File: src/sv/v3norm_pkg.sv
// ----------------------------------------------------------------------------
// v3norm_pkg
// Shared constants for the 3D vector normalizer.
// ----------------------------------------------------------------------------
package v3norm_pkg;
	localparam int COORD_BITS_DEF     = 16;
	localparam int UNIT_FRAC_BITS_DEF = 14;
	localparam int FIFO_DEPTH         = 4;
	localparam int NUM_AXES           = 3;
endpackage

File: src/sv/v3norm_fifo.sv
// ----------------------------------------------------------------------------
// v3norm_fifo
// Small register queue between front and back.
// ----------------------------------------------------------------------------
module v3norm_fifo #(
	parameter int WIDTH = 8,
	parameter int DEPTH = 4
) (
	input  logic             clk,
	input  logic             arst_n,
	input  logic             wr_valid,
	output logic             wr_ready,
	input  logic [WIDTH-1:0] wr_data,
	output logic             rd_valid,
	input  logic             rd_ready,
	output logic [WIDTH-1:0] rd_data
);
	import v3norm_pkg::*;

	localparam int PW = (DEPTH > 1) ? $clog2(DEPTH) : 1;
	localparam int CW = $clog2(DEPTH + 1);

	logic [WIDTH-1:0] mem_q [DEPTH];
	logic [PW-1:0]    wr_ptr_q, rd_ptr_q;
	logic [CW-1:0]    count_q;
	logic             push, pop;

	assign wr_ready = (count_q != CW'(DEPTH));
	assign rd_valid = (count_q != '0);
	assign rd_data  = mem_q[rd_ptr_q];
	assign push     = wr_valid && wr_ready;
	assign pop      = rd_valid && rd_ready;

	always_ff @(posedge clk or negedge arst_n) begin
		if (!arst_n) begin
			wr_ptr_q <= '0;
			rd_ptr_q <= '0;
			count_q  <= '0;
		end else begin
			if (push) begin
				wr_ptr_q <= (wr_ptr_q == PW'(DEPTH - 1)) ? '0 : wr_ptr_q + 1'b1;
			end
			if (pop) begin
				rd_ptr_q <= (rd_ptr_q == PW'(DEPTH - 1)) ? '0 : rd_ptr_q + 1'b1;
			end
			count_q <= count_q + CW'(push) - CW'(pop);
		end
	end

	always_ff @(posedge clk) begin
		if (push) begin
			mem_q[wr_ptr_q] <= wr_data;
		end
	end
endmodule

File: config.mk
export PLATFORM = sky130hd
export DESIGN_NAME = v3norm_fifo
export DESIGN_NICKNAME = d
export VERILOG_FILES = /design/src/sv/v3norm_pkg.sv /design/src/sv/v3norm_fifo.sv
export SDC_FILE = /design/constraint.sdc
export NUM_CORES = 1
export LEC_CHECK = 0
export BUFFER_PORTS_ARGS = -buffer_cell sky130_fd_sc_hd__buf_4
export CAP_MARGIN = 20
export CORE_ASPECT_RATIO = 1.4
export CORE_MARGIN = 3
export CORE_UTILIZATION = 28
export CTS_CLUSTER_DIAMETER = 30
export DETAILED_ROUTE_END_ITERATION = 12
export PLACE_DENSITY = 0.49
export SETUP_SLACK_MARGIN = 0.4
export SYNTH_ARGS = -nofsm -noshare
export SYNTH_HDL_FRONTEND = slang
export SYNTH_SLANG_ARGS = --single-unit
File: constraint.sdc
create_clock -name clk -period 4.55 [get_ports clk]
set_clock_uncertainty 0.15 [all_clocks]
set_input_delay 0.2275 -clock clk [delete_from_list [all_inputs] [get_ports clk]]
set_output_delay 0.2275 -clock clk [all_outputs]
set_load 0.01 [all_outputs]
======== Word level (Yosys, flattened, before mapping) ========
Memories as Yosys holds them, arrays and structs flattened.
Index checks and enable logic that the tools add are counted.
Widths: inputs -> output; s select.
word-level totals
  bits of input ports ..................... 12
  memories ................................ 1
  RAM bits ................................ 32
  register bits after elaboration ......... 7
operators by class
  equality and inequality tests ........... 3
  reduce and logical (&&, ||, !) cells .... 3
  muxes and demuxes ....................... 4
  add/subtract/negate cells ............... 4
memory list
  name   depth  width  read ports  clocked after memory_dff  wr ports  line               RTL
  mem_q  4      8      1           0                         1         v3norm_fifo.sv:23  logic [WIDTH-1:0] mem_q [DEPTH];
operators with widths
  operator             number
  $add 2x1->2 const B  2
  $eq 2x2->1 const B   2
  $mux 2               2
  $add 3x1->3          1
  $ne 3x3->1 const B   1
  $reduce_bool 3->1    1
  $sub 3x1->3          1
  $logic_and 1x1->1    2
  $mux 1               2

======== Depth between registers and ports, before layout ========
  depth in word-level cells ............... 4
  gate-level depth with buffers ........... 10
  depth with buffers taken out ............ 9

======== Worst setup path after synthesis ========
OpenSTA, ideal clock, no wires.
  kind .................................... reg2reg
  start ................................... register count_q[1]
  end ..................................... register count_q[2]
  setup slack ............................. 2.193 ns
  clock period less this slack ............ 2.357 ns
  path buffers ............................ 1
  arrival time ............................ 2.083 ns
  required time ........................... 4.276 ns
  cell stages (with the launch flop) ...... 11
  path through ............................ dfrtp_1 or3b_1 buf_6 nand2_1 ha_1 inv_1 ha_1 inv_1 fa_1 xnor2_1 xnor2_1
on the way
  longest elaborated chain between the ends .. 4
ends and longest elaborated chain
  what                    line               RTL
  from (decl)             v3norm_fifo.sv:25  logic [CW-1:0] count_q;
  from (signal assigned)  v3norm_fifo.sv:46  count_q <= count_q + CW'(push) - CW'(pop);
  $ne 3x3->1              v3norm_fifo.sv:28  assign wr_ready = (count_q != CW'(DEPTH));
  via wr_ready            v3norm_fifo.sv:12  output logic wr_ready,
  $logic_and 1x1->1       v3norm_fifo.sv:31  assign push = wr_valid && wr_ready;
  $add 3x1->3             v3norm_fifo.sv:46
  $sub 3x1->3             v3norm_fifo.sv:46
The timed path passes the listed nets, and every way through them passes these cells.
A chain may end at the register's enable or synchronous reset.

======== Worst setup path in the final report ========
  start ................................... register count_q[1]
  end ..................................... register count_q[2]
on the way
  longest elaborated chain between the ends .. 4
ends and longest elaborated chain
  what               line
  $ne 3x3->1         v3norm_fifo.sv:28
  $logic_and 1x1->1  v3norm_fifo.sv:31
  $add 3x1->3        v3norm_fifo.sv:46
  $sub 3x1->3 (*)    v3norm_fifo.sv:46
Mark *: on every way between the ends. The rest lies on a longest branch, timed or not.

==> summary.txt <==
Rel. slew slack -> 59.10%
final wirelength -> 2613 µm
Sink Count -> 39
leakage power -> 0.7950 nW
crit end category -> register
P&R area growth vs syn -> 27.41%
RSZ-0062 raised after global routing -> no
hold slack -> 0.1379 ns
worst r2r src -> count_q[1]
initial antenna violation count -> 0
worst r2r dst -> count_q[2]
Fin. Hold Viols -> 0
Final nets -> 139
part of the Yosys area used for sequential elements -> 69.90%
clock transition at the registers of the reported paths -> 0.07 ns
Vias -> 852
min Tclk post-route -> 2.491 ns
global-route wire length before repair -> 4540 µm
HP Class -> in -> async
TritonCTS clock tree -> yes
Design Area, Final -> 2071 µm²
synthesized flop and latch total -> 39
share of cells above drive strength 1 -> 31.67%
# IOs -> 22
Die Span X -> 70.39 µm
CTS root buf -> clkbuf_8
startpoint types -> register
Initial DRC Count -> 23
Synthesis Warnings -> 0
Syn Nets -> 105
Final Core Density -> 37.21%
diode count -> 0
cell area after placement -> 1848 µm²
Via density -> 4.532
CORE AREA -> 5565 µm²
num rows -> 32
Max-Cap Viols -> 0
H-tree level count -> 2
Clock Latency Late Sink -> 0.28 ns
CTS max path bufs -> 2
die area -> 6768 µm²
All-Layer GR Usage -> 9.052%
largest net degree at the start of global routing -> 13
Syn Inst Count -> 85
total grt overflow -> 0
Final ANT Viol Nets -> 0
starting density of the core -> 29.20%
Netlist Area Pre-Place -> 1625 µm²
DRC viols -> 0
vias in the first global route -> 931
wire length per cell -> 13.90 µm
PortBufs -> 21
CTS Buf Count -> 5
f_max -> 0.4014 GHz
final HPWL from detailed placement -> 1820 µm
WS Path Type -> reg -> reg
Total Power -> 1.300 mW
period utilisation layout -> 54.75%
Final Slew Violations -> 0
R2R depth -> 9
Worst Path Required -> 4.56 ns
post-CTS setup repair buffer count -> 0
Pre-antenna DRT Iters -> 4
run status -> completed
GP Congestion -> 0.6900
Setup Viol. Count Final -> 0
Worst VDD drop -> 0.0002701 V
Resized Gates After CTS -> 0
Yosys cell types -> 22
Worst R2R Setup Slack -> 2.06 ns
Worst Max-Slew Pin Slew -> 0.6135 ns
Mapped Avg Cell Area -> 19.12 µm²
Fin Setup TNS -> 0 ns
worst-path maximum fanout -> 8
power density cells -> 627.8 nW/µm²
crit path DAT -> 2.51 ns
Die H -> 96.15 µm
[registers in the layout (all words and copies together) (netlist names)]
register and count:
wr_ptr_q 2, count_q 3, rd_ptr_q 2, mem_q 32
[synthesized netlist by cell type]
library cell | number | area (µm²)
and2_1 | 1 | 6.260
or3_1 | 1 | 6.260
nor3b_1 | 1 | 7.510
buf_2 | 1 | 5.000
inv_1 | 6 | 22.52
fa_1 | 1 | 20.02
nor2b_1 | 2 | 12.51
xnor2_1 | 2 | 17.52
dfrtp_1 | 7 | 175.2
nand2_1 | 1 | 3.750
ha_1 | 7 | 87.58
and3_1 | 4 | 25.02
a211o_1 | 2 | 17.52
buf_1 | 1 | 3.750
mux2_2 | 2 | 22.52
edfxtp_1 | 32 | 960.9
buf_6 | 1 | 11.26
or3b_1 | 1 | 8.760
nor4bb_1 | 2 | 20.02
mux4_2 | 8 | 180.2
o31ai_1 | 1 | 7.510
nor2_1 | 1 | 3.750
[what timing repair did]
item / CTS / global route
hold buffers: 9 / 0
endpoints found under the setup margin: 0 / 0
endpoints found under the hold margin: 39 / 0
[worst max-delay path: stages, from the launching register on]
cell	delay [ns]
dfrtp_1	0.47
or3b_1	0.53
nand2_1	0.12
ha_1	0.23
inv_1	0.06
ha_1	0.13
inv_1	0.05
fa_1	0.37
xnor2_1	0.14
xnor2_1	0.13
[cells by family after synthesis]
group                    synth area share [%]
flip-flops                              69.90
adder cells (fa/ha/maj)                 6.620
AND/OR/NAND/NOR                         5.774
buffers and inverters                   2.617
multiplexers                            12.47
XOR/XNOR                                1.078
AO/OA/AOI/OAI                           1.540
[per-layer routing]
layer	share of wire (%)	vias to the layer above	GRT usage, %
met5	0	-	0
met4	1.4	0	3.834
met3	4.5	5	2.612
met2	52	21	15.39
met1	42	432	10.71
li1	-	394	-
[through the flow]
step / std cells / setup slack (ns)
floorplan: 85 / 2.193
global placement: 171 / 2.131
detailed placement: 171 / 2.071
CTS: 188 / 2.060
global route: 188 / 1.903
finish: 188 / 2.059
[layout make-up]
cell class              count  area, µm²
repair buffers             30      247.7
multi-input cells          37      446.7
fillers                   531       3495
clock inverters             2      60.06
clock buffers               6      72.57
flip-flops and latches     39       1136
inverters                   6      22.52
well taps                  68      85.08
[cells in the final DEF (no fill, tap or decap), types with 2 or more instances in the layout]
master and count:
bufinv_16 2, edfxtp_1 32, a211o_1 2, dlygate4sd3_1 9
inv_1 6, dfrtp_1 7, xnor2_1 2, mux2_2 2
mux4_2 8, nor4bb_1 2, ha_1 7, nor2b_1 2
and3_1 4, buf_4 21, clkbuf_8 5
[worst max-delay path by stage]
stage	from	endpoint	slack, ns	cells past startpoint
after global routing	count_q[1]	count_q[2]	1.90	9
final	count_q[1]	count_q[2]	2.06	9
after detailed placement	count_q[1]	count_q[2]	2.07	9
after CTS	count_q[1]	count_q[2]	2.06	9
after global placement	count_q[1]	count_q[2]	2.13	9
after floorplan	count_q[1]	count_q[2]	2.19	10
[power breakdown]
group / internal (mW) / total (mW) / switching (mW)
logic: 0.232 / 0.395 / 0.163
clock network: 0.219 / 0.332 / 0.113
registers: 0.483 / 0.573 / 0.0908
total: 0.934 / 1.30 / 0.366
Note: power is estimated with default switching activity, not from simulation.
