[src/sv/v3norm_pkg.sv]
// ----------------------------------------------------------------------------
// v3norm_pkg
// Shared constants for the 3D vector normalizer.
// ----------------------------------------------------------------------------
package v3norm_pkg;
	localparam int COORD_BITS_DEF     = 16;
	localparam int UNIT_FRAC_BITS_DEF = 14;
	localparam int FIFO_DEPTH         = 4;
	localparam int NUM_AXES           = 3;
endpackage

[src/sv/v3norm_front.sv]
// ----------------------------------------------------------------------------
// v3norm_front
// Difference, magnitude, squares and sum of squares, four stages.
// ----------------------------------------------------------------------------
module v3norm_front #(
	parameter int COORD_BITS = 16
) (
	input  logic                            clk,
	input  logic                            arst_n,
	input  logic                            in_valid,
	output logic                            in_ready,
	input  logic [COORD_BITS-1:0]           start_x,
	input  logic [COORD_BITS-1:0]           start_y,
	input  logic [COORD_BITS-1:0]           start_z,
	input  logic [COORD_BITS-1:0]           end_x,
	input  logic [COORD_BITS-1:0]           end_y,
	input  logic [COORD_BITS-1:0]           end_z,
	output logic                            push_valid,
	input  logic                            push_ready,
	output logic [2:0][COORD_BITS-1:0]      push_mag,
	output logic [2:0]                      push_neg,
	output logic [2*COORD_BITS+1:0]         push_sum
);
	import v3norm_pkg::*;

	localparam int CB = COORD_BITS;

	logic                  en;
	logic                  v_s1, v_s2, v_s3, v_s4;
	logic [2:0][CB:0]      d_s1;
	logic [2:0][CB-1:0]    mag_s2, mag_s3, mag_s4;
	logic [2:0]            neg_s2, neg_s3, neg_s4;
	logic [2:0][2*CB-1:0]  sq_s3;
	logic [2*CB+1:0]       sum_s4;
	logic [2:0][CB-1:0]    st, en_pt;
	logic [2:0][CB:0]      d_abs;

	assign en       = !v_s4 || push_ready;
	assign in_ready = en;

	assign st    = {start_z, start_y, start_x};
	assign en_pt = {end_z, end_y, end_x};

	always_comb begin
		for (int i = 0; i < NUM_AXES; i++) begin
			d_abs[i] = d_s1[i][CB] ? (~d_s1[i] + 1'b1) : d_s1[i];
		end
	end

	always_ff @(posedge clk or negedge arst_n) begin
		if (!arst_n) begin
			v_s1 <= 1'b0;
			v_s2 <= 1'b0;
			v_s3 <= 1'b0;
			v_s4 <= 1'b0;
		end else if (en) begin
			v_s1 <= in_valid;
			v_s2 <= v_s1;
			v_s3 <= v_s2;
			v_s4 <= v_s3;
		end
	end

	always_ff @(posedge clk) begin
		if (en) begin
			for (int i = 0; i < NUM_AXES; i++) begin
				d_s1[i]   <= {en_pt[i][CB-1], en_pt[i]} - {st[i][CB-1], st[i]};
				mag_s2[i] <= d_abs[i][CB-1:0];
				neg_s2[i] <= d_s1[i][CB];
				mag_s3[i] <= mag_s2[i];
				neg_s3[i] <= neg_s2[i];
				sq_s3[i]  <= mag_s2[i] * mag_s2[i];
				mag_s4[i] <= mag_s3[i];
				neg_s4[i] <= neg_s3[i];
			end
			sum_s4 <= {2'b00, sq_s3[0]} + {2'b00, sq_s3[1]} + {2'b00, sq_s3[2]};
		end
	end

	assign push_valid = v_s4;
	assign push_mag   = mag_s4;
	assign push_neg   = neg_s4;
	assign push_sum   = sum_s4;
endmodule

[config.mk]
export PLATFORM = sky130hd
export DESIGN_NAME = v3norm_front
export DESIGN_NICKNAME = d
export VERILOG_FILES = /design/src/sv/v3norm_pkg.sv /design/src/sv/v3norm_front.sv
export SDC_FILE = /design/constraint.sdc
export NUM_CORES = 2
export LEC_CHECK = 0
export BUFFER_PORTS_ARGS = -buffer_cell sky130_fd_sc_hd__buf_2
export CAP_MARGIN = 5
export CORE_ASPECT_RATIO = 1.1
export CORE_MARGIN = 1
export CORE_UTILIZATION = 48
export CTS_BUF_LIST = sky130_fd_sc_hd__clkbuf_2
export DETAILED_ROUTE_END_ITERATION = 16
export PLACE_DENSITY_LB_ADDON = 0.1
export SLEW_MARGIN = 20
export SYNTH_ARGS = -nofsm -noshare
export SYNTH_HDL_FRONTEND = slang
export SYNTH_SLANG_ARGS = --single-unit
[constraint.sdc]
create_clock -name clk -period 17.61 [get_ports clk]
set_clock_uncertainty 0.1 [all_clocks]
set_input_delay 0 -clock clk [delete_from_list [all_inputs] [get_ports clk]]
set_output_delay 0 -clock clk [all_outputs]
set_load 0.02 [all_outputs]
# After elaboration in Yosys (flattened, before gate mapping)
# Index checks and enable logic that the tools add are counted.
# Widths: inputs -> output; s select.
classes:
  addsub: 8
  mux: 3
  n_reduce_logical: 2
  mul: 3
  bitwise_logic: 3
ops:
  columns: ["op", "n"]
  rows:
  - ["$mul 16x16->32", 3]
  - ["$sub 16x16->17", 3]
  - ["$add 16x1->16 const B", 3]
  - ["$mux 16", 3]
  - ["$not 16->16", 3]
  - ["$add 33x32->34", 1]
  - ["$add 32x32->33", 1]
  - ["$logic_not 1->1", 1]
  - ["$logic_or 1x1->1", 1]
word_totals:
  word_cells: 42
  regBits: 338

# Longest topological paths before layout
logic_depth:
  ltp_word: 3
  ltp_mapped: 24

# Worst setup path after synthesis
# Ideal clock, no wire load.
synth_path:
  path_type: "register -> register"
  start: "reg v_s4 (netlist: push_valid)"
  end: "reg v_s1"
  setup_time_ns: 0.108
  n_path_buf: 0
  path_stages_with_launch: 3
  required_ns: 17.402
  t_arrival_ns: 9.291
  synth_period_minus_slack_ns: 9.499
  setup_slack_ns: 8.111
  path_cell_list: "dfrtp_1 nand2b_1 mux2_2"
synth_between:
  elab_chain_len: 2
synth_rtl:
  columns: ["item", "line_no", "source"]
  rows:
  - ["from (decl)", "v3norm_front.sv:29", "logic v_s1, v_s2, v_s3, v_s4;"]
  - ["from (signal assigned)", "v3norm_front.sv:60", "v_s4 <= v_s3;"]
  - ["$logic_not 1->1", "v3norm_front.sv:38", "assign en = !v_s4 || push_ready;"]
  - ["$logic_or 1x1->1", "v3norm_front.sv:38", null]
  - ["net in_ready", "v3norm_front.sv:11", "output logic in_ready,"]
  - ["to (signal assigned)", "v3norm_front.sv:57", "v_s1 <= in_valid;"]
  - ["to (decl)", "v3norm_front.sv:29", null]
# The timed path passes the listed nets, and every way through them passes these cells.
# A chain may end at the register's enable or synchronous reset.

# Final worst setup path
layout_path:
  start: "reg mag_s2[2] in the netlist's numbering"
  end: "reg sq_s3[30] in the netlist's numbering (data pin)"
layout_between:
  elab_chain_len: 1
layout_rtl:
  columns: ["item", "line_no", "source"]
  rows:
  - ["from (decl)", "v3norm_front.sv:31", "logic [2:0][CB-1:0] mag_s2, mag_s3, mag_s4;"]
  - ["from (signal, indexed assignment)", "v3norm_front.sv:68", "mag_s2[i] <= d_abs[i][CB-1:0];"]
  - ["$mul 16x16->32", "v3norm_front.sv:72", "sq_s3[i] <= mag_s2[i] * mag_s2[i];"]
  - ["to (signal, indexed assignment)", "v3norm_front.sv:72", null]
  - ["to (decl)", "v3norm_front.sv:33", "logic [2:0][2*CB-1:0] sq_s3;"]
# No other way between the ends.

==> summary.txt <==
Timing
  – Tmin final: 6.93 ns
  – Worst rel slew slack: 37.9%
  – Final-report hold violation count: 0
  – Pins Over Slew Limit: 0
  – Tcrit/Tclk final: 39.4%
  – Endpoints failing setup: 0
  – RSZ-0062 raised after global routing: no
  – Fmax achieved: 144 MHz
  – Worst Tran Pin Value: 0.931 ns
  – TNS Setup: 0 ns

Route
  – Wire length per cell: 16.1 um
  – DR pass1 iterations: 6
  – DR iter-0 viols: 1306
  – Via density: 5.02
  – # DRC: 0
  – DRT antenna net count: 0
  – Vias after detailed routing: 26200
  – Final WL: 83800 um

Synth
  – Post-synth EDFFs: 328
  – Count of different cell masters after synthesis: 78
  – Synthesized flop and latch total: 332
  – Top cells by area, synth: fa_1, edfxtp_1, ha_1
  – Synth area leader: fa_1
  – Syn avg cell area: 10.4 um^2
  – Top FF cell, synth: edfxtp_1
  – Mapped Cells: 3626
  – Synthesized area: 0.0375 mm^2
  – Ys async rst share: 1.20%
  – Synth Warn #: 0
  – Top cell type's share of synthesized area: 27.8%
  – Sequential fraction of the synthesis area: 26.5%

Placement
  – Gpl congestion: 0.867
  – HPWL Detailed: 63800 um
  – Buffers on Ports: 186

Clocking
  – Post-CTS sizing: 0
  – Cts hold-fix bufs: 284
  – CTS Sinks: 332
  – Htree depth: 3
  – CTS buffer count: 92
  – CTS tree: yes
  – Worst-Skew Late Latency: 1.16 ns
  – Post-CTS Setup Inserts: 0
  – CTS Buffer Depth: 3
  – Root Buffer: clkbuf_2
  – Clock-pin slew on the worst setup and hold paths: 0.12 ns

Job
  – Number of max-cap violations: 0

Die
  – Chip height: 295 um
  – Initial core utilization: 48.5%
  – Die Area: 0.0793 mm^2
  – Core Area: 0.0774 mm^2
  – Die Span X: 269 um
  – # IOs: 187
  – # rows: 107

Worst setup path
  – Flop-to-flop setup slack: 10.68 ns
  – Critical path endpoint: sq_s3[30]
  – CP endpoint kind: register
  – Worst r2r src: mag_s2[2]
  – Setup CP Type: register to register
  – Crit-path max FO: 18
  – Reg2reg path depth: 21
  – Worst EP arrival: 7.67 ns
  – Crit start category: register
  – Worst reg2reg endpoint: sq_s3[30]
  – Req. time, crit path: 18.34 ns
  – Worst Setup SP: mag_s2[2]

Global route
  – Largest net degree at the start of global routing: 74
  – First-pass GRT wire length: 137000 um
  – Total gr overflow: 0
  – Vias in the first global route: 27400
  – Initial antenna violation count: 1
  – Global Route Usage Sum: 22.0%

Final layout
  – Nets: 5117
  – Filler Cells Inserted: 6964
  – Synthesis-to-finish area growth: 15.1%
  – Layout cells sized above 1: 9.25%

Min path
  – Min-delay worst type: primary input to register
  – Hold Crit Start: start_x[10]

Outcome
  – Status: completed
-- cell usage in the layout (no fill, tap or decap), types with 31 or more instances in the layout --
cell             n
xor2_1          48
nor2_1         125
buf_2          186
clkbuf_2       130
nand3_1         45
dlygate4sd3_1  284
nor2b_1         31
inv_1          831
edfxtp_1       328
ha_1           385
fa_1           521
a21oi_1        129
xnor2_1        155
and2_1         134
a21o_1          85
nand2_1        303
o21ai_0         75
-- Yosys cell counts, types with 11 or more instances --
library cell / n
a211oi_1: 17
a21o_1: 85
a21oi_1: 129
and2_1: 134
and3_1: 13
clkbuf_1: 83
edfxtp_1: 328
fa_1: 521
ha_1: 385
inv_1: 831
nand2_1: 303
nand2b_1: 27
nand3_1: 45
nand4_1: 15
nor2_1: 125
nor2b_1: 31
nor3_1: 27
o211ai_1: 17
o21a_1: 15
o21ai_0: 75
o21ai_1: 11
o21bai_1: 13
o31ai_1: 19
or2_2: 13
or3_1: 16
xnor2_1: 155
xor2_1: 48
-- how the worst min path moves through the flow --
stage                 endpoint  cells after the start
CTS                   d_s1[12]                      8
global placement          v_s1                      1
detailed placement        v_s1                      1
floorplan           push_valid                      0
global route          d_s1[12]                      8
finish                d_s1[12]                      8
-- state kept, by name, indices dropped and copies added (netlist names), 3 cells and up --
signal	flops
sq_s3	90
d_s1	51
mag_s2	48
mag_s3	48
push_mag	48
push_sum	34
neg_s2	3
neg_s3	3
push_neg	3
-- logic make-up (layout without fill, tap and decap cells) --
| kind of cell | Yosys count | in the layout | share of synthesized area, % |
|---|---|---|---|
| buf+inv | 916 | 1460 | 9.16 |
| fa+ha+maj | 906 | 906 | 40.6 |
| simple gates | 774 | 774 | 10.0 |
| compound gates | 483 | 483 | 8.67 |
| flops | 332 | 332 | 26.5 |
| xor+xnor | 203 | 203 | 4.74 |
| mux | 11 | 11 | 0.317 |
| other cells | 1 | 4 | 0.00999 |
-- layout make-up --
type | instances | area [um^2] | share of cell area, %
diodes | 1 | 2.50 | 0.00579
multi-input cells | 2380 | 24200 | 55.9
clock inverters | 25 | 211 | 0.489
flip-flops and latches | 332 | 9950 | 23.0
clock buffers | 130 | 651 | 1.51
inverters | 831 | 3120 | 7.22
repair buffers | 474 | 3800 | 8.80
well taps | 1035 | 1290 | 3.00
-- per-layer routing --
layer,vias up,GRT usage (%),wire length [um]
li1,12600,-,-
met1,13000,28.6,37000
met2,470,38.2,41900
met3,108,3.01,3280
met4,0,6.29,1650
met5,-,0,0
-- critical path, cell delays in order (launching register included) --
cell	delay, ns
edfxtp_1	0.71
nand2_1	0.25
inv_1	0.08
fa_1	0.50
inv_1	0.06
fa_1	0.56
inv_1	0.06
fa_1	0.43
fa_1	0.51
fa_1	0.54
inv_1	0.05
fa_1	0.47
inv_1	0.04
ha_1	0.36
a21o_1	0.19
a21oi_1	0.28
o21a_1	0.21
o211ai_1	0.16
o31ai_2	0.41
o21ai_1	0.21
a221oi_2	0.32
xnor2_1	0.11
-- stage by stage --
| step | instance area (um^2) | instances | utilization [%] | hold WS, ns | setup WS [ns] |
|---|---|---|---|---|---|
| after detailed placement | 39500 | 4768 | 51.0 | -0.289 | 10.80 |
| after floorplan | 37600 | 3628 | - | -0.396 | 8.11 |
| final | 43200 | 5208 | 55.8 | 0.182 | 10.68 |
| after global placement | 39500 | 4768 | 51.0 | -0.290 | 10.80 |
| after CTS | 43200 | 5207 | 55.8 | 0.00488 | 10.71 |
| after global routing | 43200 | 5208 | 55.8 | 0.152 | 10.36 |
Power is not shown: default switching activity piles up to over one toggle a cycle in this logic, so the estimate is an artifact.
