## config.mk

```make
export PLATFORM = sky130hd
export DESIGN_NAME = v3norm_back
export DESIGN_NICKNAME = d
export VERILOG_FILES = /design/src/sv/v3norm_pkg.sv /design/src/sv/v3norm_back.sv
export SDC_FILE = /design/constraint.sdc
export NUM_CORES = 2
export LEC_CHECK = 0
export BUFFER_PORTS_ARGS = -buffer_cell sky130_fd_sc_hd__buf_2
export CAP_MARGIN = 20
export CORE_ASPECT_RATIO = 0.5
export CORE_MARGIN = 3
export CORE_UTILIZATION = 50
export DETAILED_ROUTE_END_ITERATION = 12
export GPL_TIMING_DRIVEN = 0
export PLACE_DENSITY_LB_ADDON = 0.08
export REMOVE_ABC_BUFFERS = 1
export SLEW_MARGIN = 25
export SYNTH_ARGS = -nofsm -noshare
export SYNTH_HDL_FRONTEND = slang
export SYNTH_SLANG_ARGS = --single-unit
export TNS_END_PERCENT = 5
```

## constraint.sdc

```tcl
create_clock -name clk -period 120.8 [get_ports clk]
set_clock_uncertainty 0.2 [all_clocks]
set_input_delay 24.16 -clock clk [delete_from_list [all_inputs] [get_ports clk]]
set_output_delay 24.16 -clock clk [all_outputs]
set_load 0.05 [all_outputs]
```

## src/sv/v3norm_pkg.sv

```systemverilog
// ----------------------------------------------------------------------------
// v3norm_pkg
// Shared constants for the 3D vector normalizer.
// ----------------------------------------------------------------------------
package v3norm_pkg;
	localparam int COORD_BITS_DEF     = 16;
	localparam int UNIT_FRAC_BITS_DEF = 14;
	localparam int FIFO_DEPTH         = 4;
	localparam int NUM_AXES           = 3;
endpackage

```

## src/sv/v3norm_back.sv

```systemverilog
// ----------------------------------------------------------------------------
// v3norm_back
// Pipelined square root (one result bit per stage) followed by three
// pipelined dividers (one quotient bit per stage); last stage is the output.
// ----------------------------------------------------------------------------
module v3norm_back #(
	parameter int COORD_BITS     = 16,
	parameter int UNIT_FRAC_BITS = 14
) (
	input  logic                              clk,
	input  logic                              arst_n,
	input  logic                              in_valid,
	output logic                              in_ready,
	input  logic [2:0][COORD_BITS-1:0]        in_mag,
	input  logic [2:0]                        in_neg,
	input  logic [2*COORD_BITS+1:0]           in_sum,
	output logic                              out_valid,
	input  logic                              out_ready,
	output logic signed [UNIT_FRAC_BITS+1:0]  norm_x,
	output logic signed [UNIT_FRAC_BITS+1:0]  norm_y,
	output logic signed [UNIT_FRAC_BITS+1:0]  norm_z,
	output logic [COORD_BITS:0]               vec_length,
	output logic                              zero_length
);
	import v3norm_pkg::*;

	localparam int CB = COORD_BITS;
	localparam int LW = CB + 1;
	localparam int RW = LW + 3;
	localparam int NS = LW;
	localparam int ND = UNIT_FRAC_BITS + 1;
	localparam int QW = UNIT_FRAC_BITS + 1;
	localparam int NW = UNIT_FRAC_BITS + 2;

	logic adv;

	// square root pipeline registers, index = steps done
	logic [NS:1]                 sq_v;
	logic [NS:1][2*LW-1:0]       sq_n;
	logic [NS:1][RW-1:0]         sq_rem;
	logic [NS:1][LW-1:0]         sq_res;
	logic [NS:1][2:0][CB-1:0]    sq_mag;
	logic [NS:1][2:0]            sq_neg;

	logic [NS-1:0]               ss_v;
	logic [NS-1:0][2*LW-1:0]     ss_n;
	logic [NS-1:0][RW-1:0]       ss_rem;
	logic [NS-1:0][LW-1:0]       ss_res;
	logic [NS-1:0][2:0][CB-1:0]  ss_mag;
	logic [NS-1:0][2:0]          ss_neg;
	logic [NS-1:0][RW-1:0]       sn_rem;
	logic [NS-1:0][LW-1:0]       sn_res;

	// divider pipeline registers
	logic [ND:1]                 dv_v;
	logic [ND:1][2:0][LW-1:0]    dv_r;
	logic [ND:1][2:0][QW-1:0]    dv_q;
	logic [ND:1][LW-1:0]         dv_len;
	logic [ND:1][2:0]            dv_neg;

	logic [ND-1:0]               ds_v;
	logic [ND-1:0][2:0][LW-1:0]  ds_r;
	logic [ND-1:0][2:0][QW-1:0]  ds_q;
	logic [ND-1:0][LW-1:0]       ds_len;
	logic [ND-1:0][2:0]          ds_neg;
	logic [ND-1:0][2:0][LW-1:0]  dn_r;
	logic [ND-1:0][2:0][QW-1:0]  dn_q;

	logic [2:0][NW-1:0]          norm_c;

	assign out_valid = dv_v[ND];
	assign adv       = !out_valid || out_ready;
	assign in_ready  = adv;

	always_comb begin
		logic [RW-1:0] t;
		logic [RW-1:0] trial;
		ss_v[0]   = in_valid;
		ss_n[0]   = in_sum;
		ss_rem[0] = '0;
		ss_res[0] = '0;
		ss_mag[0] = in_mag;
		ss_neg[0] = in_neg;
		for (int s = 1; s < NS; s++) begin
			ss_v[s]   = sq_v[s];
			ss_n[s]   = sq_n[s];
			ss_rem[s] = sq_rem[s];
			ss_res[s] = sq_res[s];
			ss_mag[s] = sq_mag[s];
			ss_neg[s] = sq_neg[s];
		end
		for (int s = 0; s < NS; s++) begin
			t     = {ss_rem[s][RW-3:0], ss_n[s][2*LW-1 -: 2]};
			trial = {{(RW-LW-2){1'b0}}, ss_res[s], 2'b01};
			if (t >= trial) begin
				sn_rem[s] = t - trial;
				sn_res[s] = {ss_res[s][LW-2:0], 1'b1};
			end else begin
				sn_rem[s] = t;
				sn_res[s] = {ss_res[s][LW-2:0], 1'b0};
			end
		end
	end

	always_comb begin
		logic [LW:0] t;
		logic        bin;
		ds_v[0]   = sq_v[NS];
		ds_len[0] = sq_res[NS];
		ds_neg[0] = sq_neg[NS];
		for (int i = 0; i < NUM_AXES; i++) begin
			ds_r[0][i] = LW'(sq_mag[NS][i] >> 1);
			ds_q[0][i] = '0;
		end
		for (int j = 1; j < ND; j++) begin
			ds_v[j]   = dv_v[j];
			ds_r[j]   = dv_r[j];
			ds_q[j]   = dv_q[j];
			ds_len[j] = dv_len[j];
			ds_neg[j] = dv_neg[j];
		end
		for (int j = 0; j < ND; j++) begin
			for (int i = 0; i < NUM_AXES; i++) begin
				bin = (j == 0) ? sq_mag[NS][i][0] : 1'b0;
				t   = {ds_r[j][i], bin};
				if (t >= {1'b0, ds_len[j]}) begin
					dn_r[j][i] = LW'(t - {1'b0, ds_len[j]});
					dn_q[j][i] = {ds_q[j][i][QW-2:0], 1'b1};
				end else begin
					dn_r[j][i] = t[LW-1:0];
					dn_q[j][i] = {ds_q[j][i][QW-2:0], 1'b0};
				end
			end
		end
	end

	always_ff @(posedge clk or negedge arst_n) begin
		if (!arst_n) begin
			sq_v <= '0;
			dv_v <= '0;
		end else if (adv) begin
			for (int s = 0; s < NS; s++) begin
				sq_v[s+1] <= ss_v[s];
			end
			for (int j = 0; j < ND; j++) begin
				dv_v[j+1] <= ds_v[j];
			end
		end
	end

	always_ff @(posedge clk) begin
		if (adv) begin
			for (int s = 0; s < NS; s++) begin
				sq_n[s+1]   <= ss_n[s] << 2;
				sq_rem[s+1] <= sn_rem[s];
				sq_res[s+1] <= sn_res[s];
				sq_mag[s+1] <= ss_mag[s];
				sq_neg[s+1] <= ss_neg[s];
			end
			for (int j = 0; j < ND; j++) begin
				dv_r[j+1]   <= dn_r[j];
				dv_q[j+1]   <= dn_q[j];
				dv_len[j+1] <= ds_len[j];
				dv_neg[j+1] <= ds_neg[j];
			end
		end
	end

	assign zero_length = (dv_len[ND] == '0);
	assign vec_length  = dv_len[ND];

	always_comb begin
		for (int i = 0; i < NUM_AXES; i++) begin
			if (zero_length) begin
				norm_c[i] = '0;
			end else if (dv_neg[ND][i]) begin
				norm_c[i] = ~{1'b0, dv_q[ND][i]} + 1'b1;
			end else begin
				norm_c[i] = {1'b0, dv_q[ND][i]};
			end
		end
	end

	assign norm_x = norm_c[0];
	assign norm_y = norm_c[1];
	assign norm_z = norm_c[2];
endmodule

```

### Word level (Yosys, flattened, before mapping)

Index checks and enable logic that the tools add are counted.

* bitwise logic cells: 3
* $lt $le $gt $ge: 62
* reductions and logical operators: 3
* $add $sub $neg: 61
* muxes and demuxes: 126

Operator list (count)
* greater-or-equal comparator 18 x 17 -> 1 bit: 42
* 2-to-1 mux 17 bit: 39
* subtractor 17 bit: 39
* 2-to-1 mux 18 bit: 15
* 2-to-1 mux 16 bit: 9
* 2-to-1 mux 1 bit: 62
* greater-or-equal comparator 16 x 17 -> 1 bit: 3
* subtractor 16 x 17 -> 17 bit: 3
* adder 16 x 1 -> 16 bit (second input constant): 3
* inverter 15 -> 16 bit: 3
* greater-or-equal comparator 20 x 10 -> 1 bit: 1
* greater-or-equal comparator 20 x 11 -> 1 bit: 1
* greater-or-equal comparator 20 x 12 -> 1 bit: 1
* greater-or-equal comparator 20 x 13 -> 1 bit: 1
* greater-or-equal comparator 20 x 14 -> 1 bit: 1
* greater-or-equal comparator 20 x 15 -> 1 bit: 1
* greater-or-equal comparator 20 x 16 -> 1 bit: 1
* greater-or-equal comparator 20 x 17 -> 1 bit: 1
* greater-or-equal comparator 20 x 18 -> 1 bit: 1
* greater-or-equal comparator 20 x 3 -> 1 bit: 1
* greater-or-equal comparator 20 x 4 -> 1 bit: 1
* greater-or-equal comparator 20 x 5 -> 1 bit: 1
* greater-or-equal comparator 20 x 6 -> 1 bit: 1
* greater-or-equal comparator 20 x 7 -> 1 bit: 1
* 23 further kinds: 23

* bits in registers: 2971
* input bits: 89
* logic and storage cells: 534
* output and inout bits: 68

### Logic depth before layout (Yosys ltp)

* depth after elaboration: 4
* gate-level depth with buffers: 13
* depth with buffers taken out: 12

### Least setup slack after synthesis

Ideal clock, no wire load.

* kind: input to output
* from: input out_ready
* to: output in_ready
* path slack: -7.343 ns
* path buffers: 2
* data arrival time: 103.783 ns
* stages: 3
* required time: 96.440 ns
* path through: nand2b_1 clkbuf_1 clkbuf_1

* cells in the longest elaborated chain, start to end: 1

RTL lines
* start, declared: RTL line v3norm_back.sv:18 `input logic out_ready,`
* logical OR 1 bit: RTL line v3norm_back.sv:72 `assign adv = !out_valid || out_ready;`
* end, declared: RTL line v3norm_back.sv:13 `output logic in_ready,`

No other way between the ends.

### Worst setup path in the final report

Ends and elaborated chain as after synthesis.

==> results.toml <==
[run_status]
status = "finished, final reports clean"

[cells_and_area]
syn_to_final_growth_pct = 11.3
final_nets = 12520
multi_input_area_mm2 = 0.0516
fill_cells = 23240
drive_gt1_frac = 0.0890
final_cells = 15439
area.sequential_mm2 = 0.0889
utilization = 0.562

[logic_synthesis]
synth_edf_count = 2934
yosysWarnings = 0
synth_common_cells = "edfxtp_1, ha_1, nor2_1"
ys_types = 86
netlist.area_leader.share = 0.614
synth_top_area_cell = "edfxtp_1"
synthCells = 11089
synth_area_leaders = "edfxtp_1, ha_1, o21ai_0"
syn_avg_cell_area_um2 = 12.9
syn_area_mm2 = 0.144
synthFlopType = "edfxtp_1"
synth-seq-cells = 2966
synth_most_common_cell = "edfxtp_1"
synth_seq_area_share = 0.619
synth-async-reset-ratio = 0.0108

[worst_setup_path]
worstPathRequired_ns = 96.44
cp_top_family = "buffers and inverters"
setup.worst_path.start_class = "input pin"
path_buf_inv = 3
critical_path.endpoint = "in_ready"
rr_startpoint = "dv_v[15]$_DFFE_PN0P_"
worstSetupPathDepth = 4
cpPeakStageDelay_ns = 0.45
cpMostUsedCell = "buf_2"
crit_type = "in -> out"
worstReg2RegEnd = "ds_r[733]$_DFFE_PP_"
crit_fanout = 54
cp.arrival_ns = 25.34
rr_worst_depth = 14
cp-end-kind = "output port"
crit_path_cell_trace = "buf_2 > nand2b_4 > buf_16 > buf_2"
reg2reg_slack_ns = 115.54
crit_path_start = "out_ready"
crit_slowest_cell = "nand2b_4"

[sta]
slew_violations = 0
finalSetupViolations = 0
tns_ns = 0
rsz0062_at_grt = "no"
relSlewSlack = 0.295
tightest_slew_ns = 1.06
timing.final.crit_share = 0.411
max_freq_mhz = 20.1
period_minus_slack_ns = 49.70
hold_violations = 0

[grt]
grt_max_degree = 58
grt_pass1_vias = 81905
grt_pass1_wl_um = 470000
grt.total_usage = 0.204
grt-ovfl-total = 0
antenna_found_initial = 4

[die]
die_y_um = 385
ios = 157
dieArea_mm2 = 0.294
initial_core_util = 0.505
rows = 138
die_x_um = 764
core_mm2 = 0.284

[power]
power_density_mw_per_mm2 = 28.8
comb_power_share = 0.379
p_leak_nw = 63.4
vdd_drop_max_v = 0.0000309
p_sw_mw = 1.65
seqPwrFrac = 0.434
swShare = 0.359
p_int_mw = 2.95
clock_power_share = 0.188

[route]
wl_per_cell_um = 19.7
vias = 85308
viasPerCell = 5.53
wl_um = 304000
drt_first_pass_iters = 6
ant_nets = 0
drc = 0
drt_iter0_markers = 5998

[place]
dp.cells = 14955
io_buffers = 156
dp_hpwl_um = 229000
gp_congestion = 0.893

[cts]
clock-sinks = 2966
cts_resized = 0
clkTransAtPathRegs_ns = 0.06
cts_buffers = 279
postCtsHoldBufs = 0
cts_setup_buffers = 0
worstSkewPairLatency_ns = 0.86
ctsHtreeMaxLevel = 5
cts.path.max_buffers = 4
cts_tree = "built"
cts_root_buf = "clkbuf_16"

[run]
maxCapViolCount = 0

[min_path]
hold_path_class = "reg -> reg"
==> flip-flops by register name, summed over array words and instances, names as in the netlist <==
register	flops
sq_v	17
dv_neg	3
sq_mag	771
sq_neg	48
vec_length	17
ds_neg	45
sq_res	136
dv_q	45
sq_n	272
dv_v	15
ds_len	255
sq_rem	268
ds_q	315
ds_r	759
==> power groups by stage <==
stage,Sequential (mW),Combinational (mW),Clock [mW]
after floorplan,2.81,1.27,0
after global placement,3.24,1.67,0
after detailed placement,2.02,1.73,0
after CTS,2.00,1.74,0.896
after global routing,2.04,1.94,0.939
final,1.99,1.74,0.865
==> worst min path at each step <==
stage | from | endpoint | depth (start not counted) | slack, ns
floorplan | sq_neg[45]$_DFFE_PP_ | ds_neg[0]$_DFFE_PP_ | 0 | 0.20
global placement | sq_mag[8]$_DFFE_PP_ | sq_mag[56]$_DFFE_PP_ | 0 | 0.20
detailed placement | ds_neg[8]$_DFFE_PP_ | ds_neg[11]$_DFFE_PP_ | 0 | 0.20
CTS | sq_mag[230]$_DFFE_PP_ | sq_mag[278]$_DFFE_PP_ | 0 | 0.17
global route | sq_mag[230]$_DFFE_PP_ | sq_mag[278]$_DFFE_PP_ | 0 | 0.17
finish | sq_mag[230]$_DFFE_PP_ | sq_mag[278]$_DFFE_PP_ | 0 | 0.18
==> metal layers <==
metal	vias to the layer above	wire, um	global-route usage	part of all wire
li1	42525	-	-	-
met1	40810	140000	0.282	0.46
met2	1554	144000	0.339	0.47
met3	419	11400	0.0259	0.038
met4	0	8830	0.0579	0.029
met5	-	0	0	0
==> worst register-to-register path: stages (launching register included) <==
cell and delay, ns:
dfrtp_1 0.40, nand2b_4 0.42, buf_12 0.31, buf_12 0.27, buf_12 0.29, buf_12 0.29, buf_16 0.28, buf_12 0.31
buf_12 0.28, buf_16 0.33, buf_16 0.34, buf_12 0.31, buf_12 0.26, buf_12 0.28, buf_16 0.31
==> cell usage in the layout, fill, tap and decap left out, drive strengths merged, types with 120 or more instances in the layout <==
master,synthesis,layout
a21oi,606,606
o21ai,662,662
nor2,782,782
edfxtp,2934,2934
nand3,179,179
xor2,324,324
a21o,291,291
mux2,269,269
nand2,704,704
xnor2,350,350
nand4,123,123
nand2b,120,120
nor3,198,198
clkbuf,146,324
o31ai,136,136
nor2b,164,164
o21a,138,138
inv,731,743
buf,25,257
ha,933,933
==> layout make-up <==
| type | instances | area share |
|---|---|---|
| Antenna cell | 1 | 0.0000157 |
| Clock buffer | 324 | 0.0453 |
| Clock inverter | 159 | 0.0102 |
| Inverter | 732 | 0.0172 |
| Multi-Input combinational cell | 7220 | 0.323 |
| Sequential cell | 2966 | 0.557 |
| Tap cell | 3780 | 0.0296 |
| Timing Repair Buffer | 257 | 0.0181 |
==> stage by stage <==
stage | power [mW] | cell area (um^2) | hold WS [ns] | setup WS (ns)
after global routing | 4.92 | 160000 | 0.166 | 71.00
after detailed placement | 3.75 | 151000 | 0.205 | 71.07
after floorplan | 4.09 | 143000 | 0.200 | 1.55
final | 4.60 | 160000 | 0.180 | 71.10
after global placement | 4.91 | 148000 | 0.200 | -32.19
after CTS | 4.64 | 160000 | 0.167 | 71.07
==> cell families after synthesis <==
group / after synthesis / share of synthesized area
AND/OR/NAND/NOR: 2757 / 0.0936
multiplexers: 308 / 0.0238
flip-flops: 2966 / 0.619
adder cells (fa/ha/maj): 975 / 0.0872
AO/OA/AOI/OAI: 2505 / 0.111
buffers and inverters: 903 / 0.0238
XOR/XNOR: 674 / 0.0411
other: 1 / 0.0000261
(Power assumes the default switching activity.)
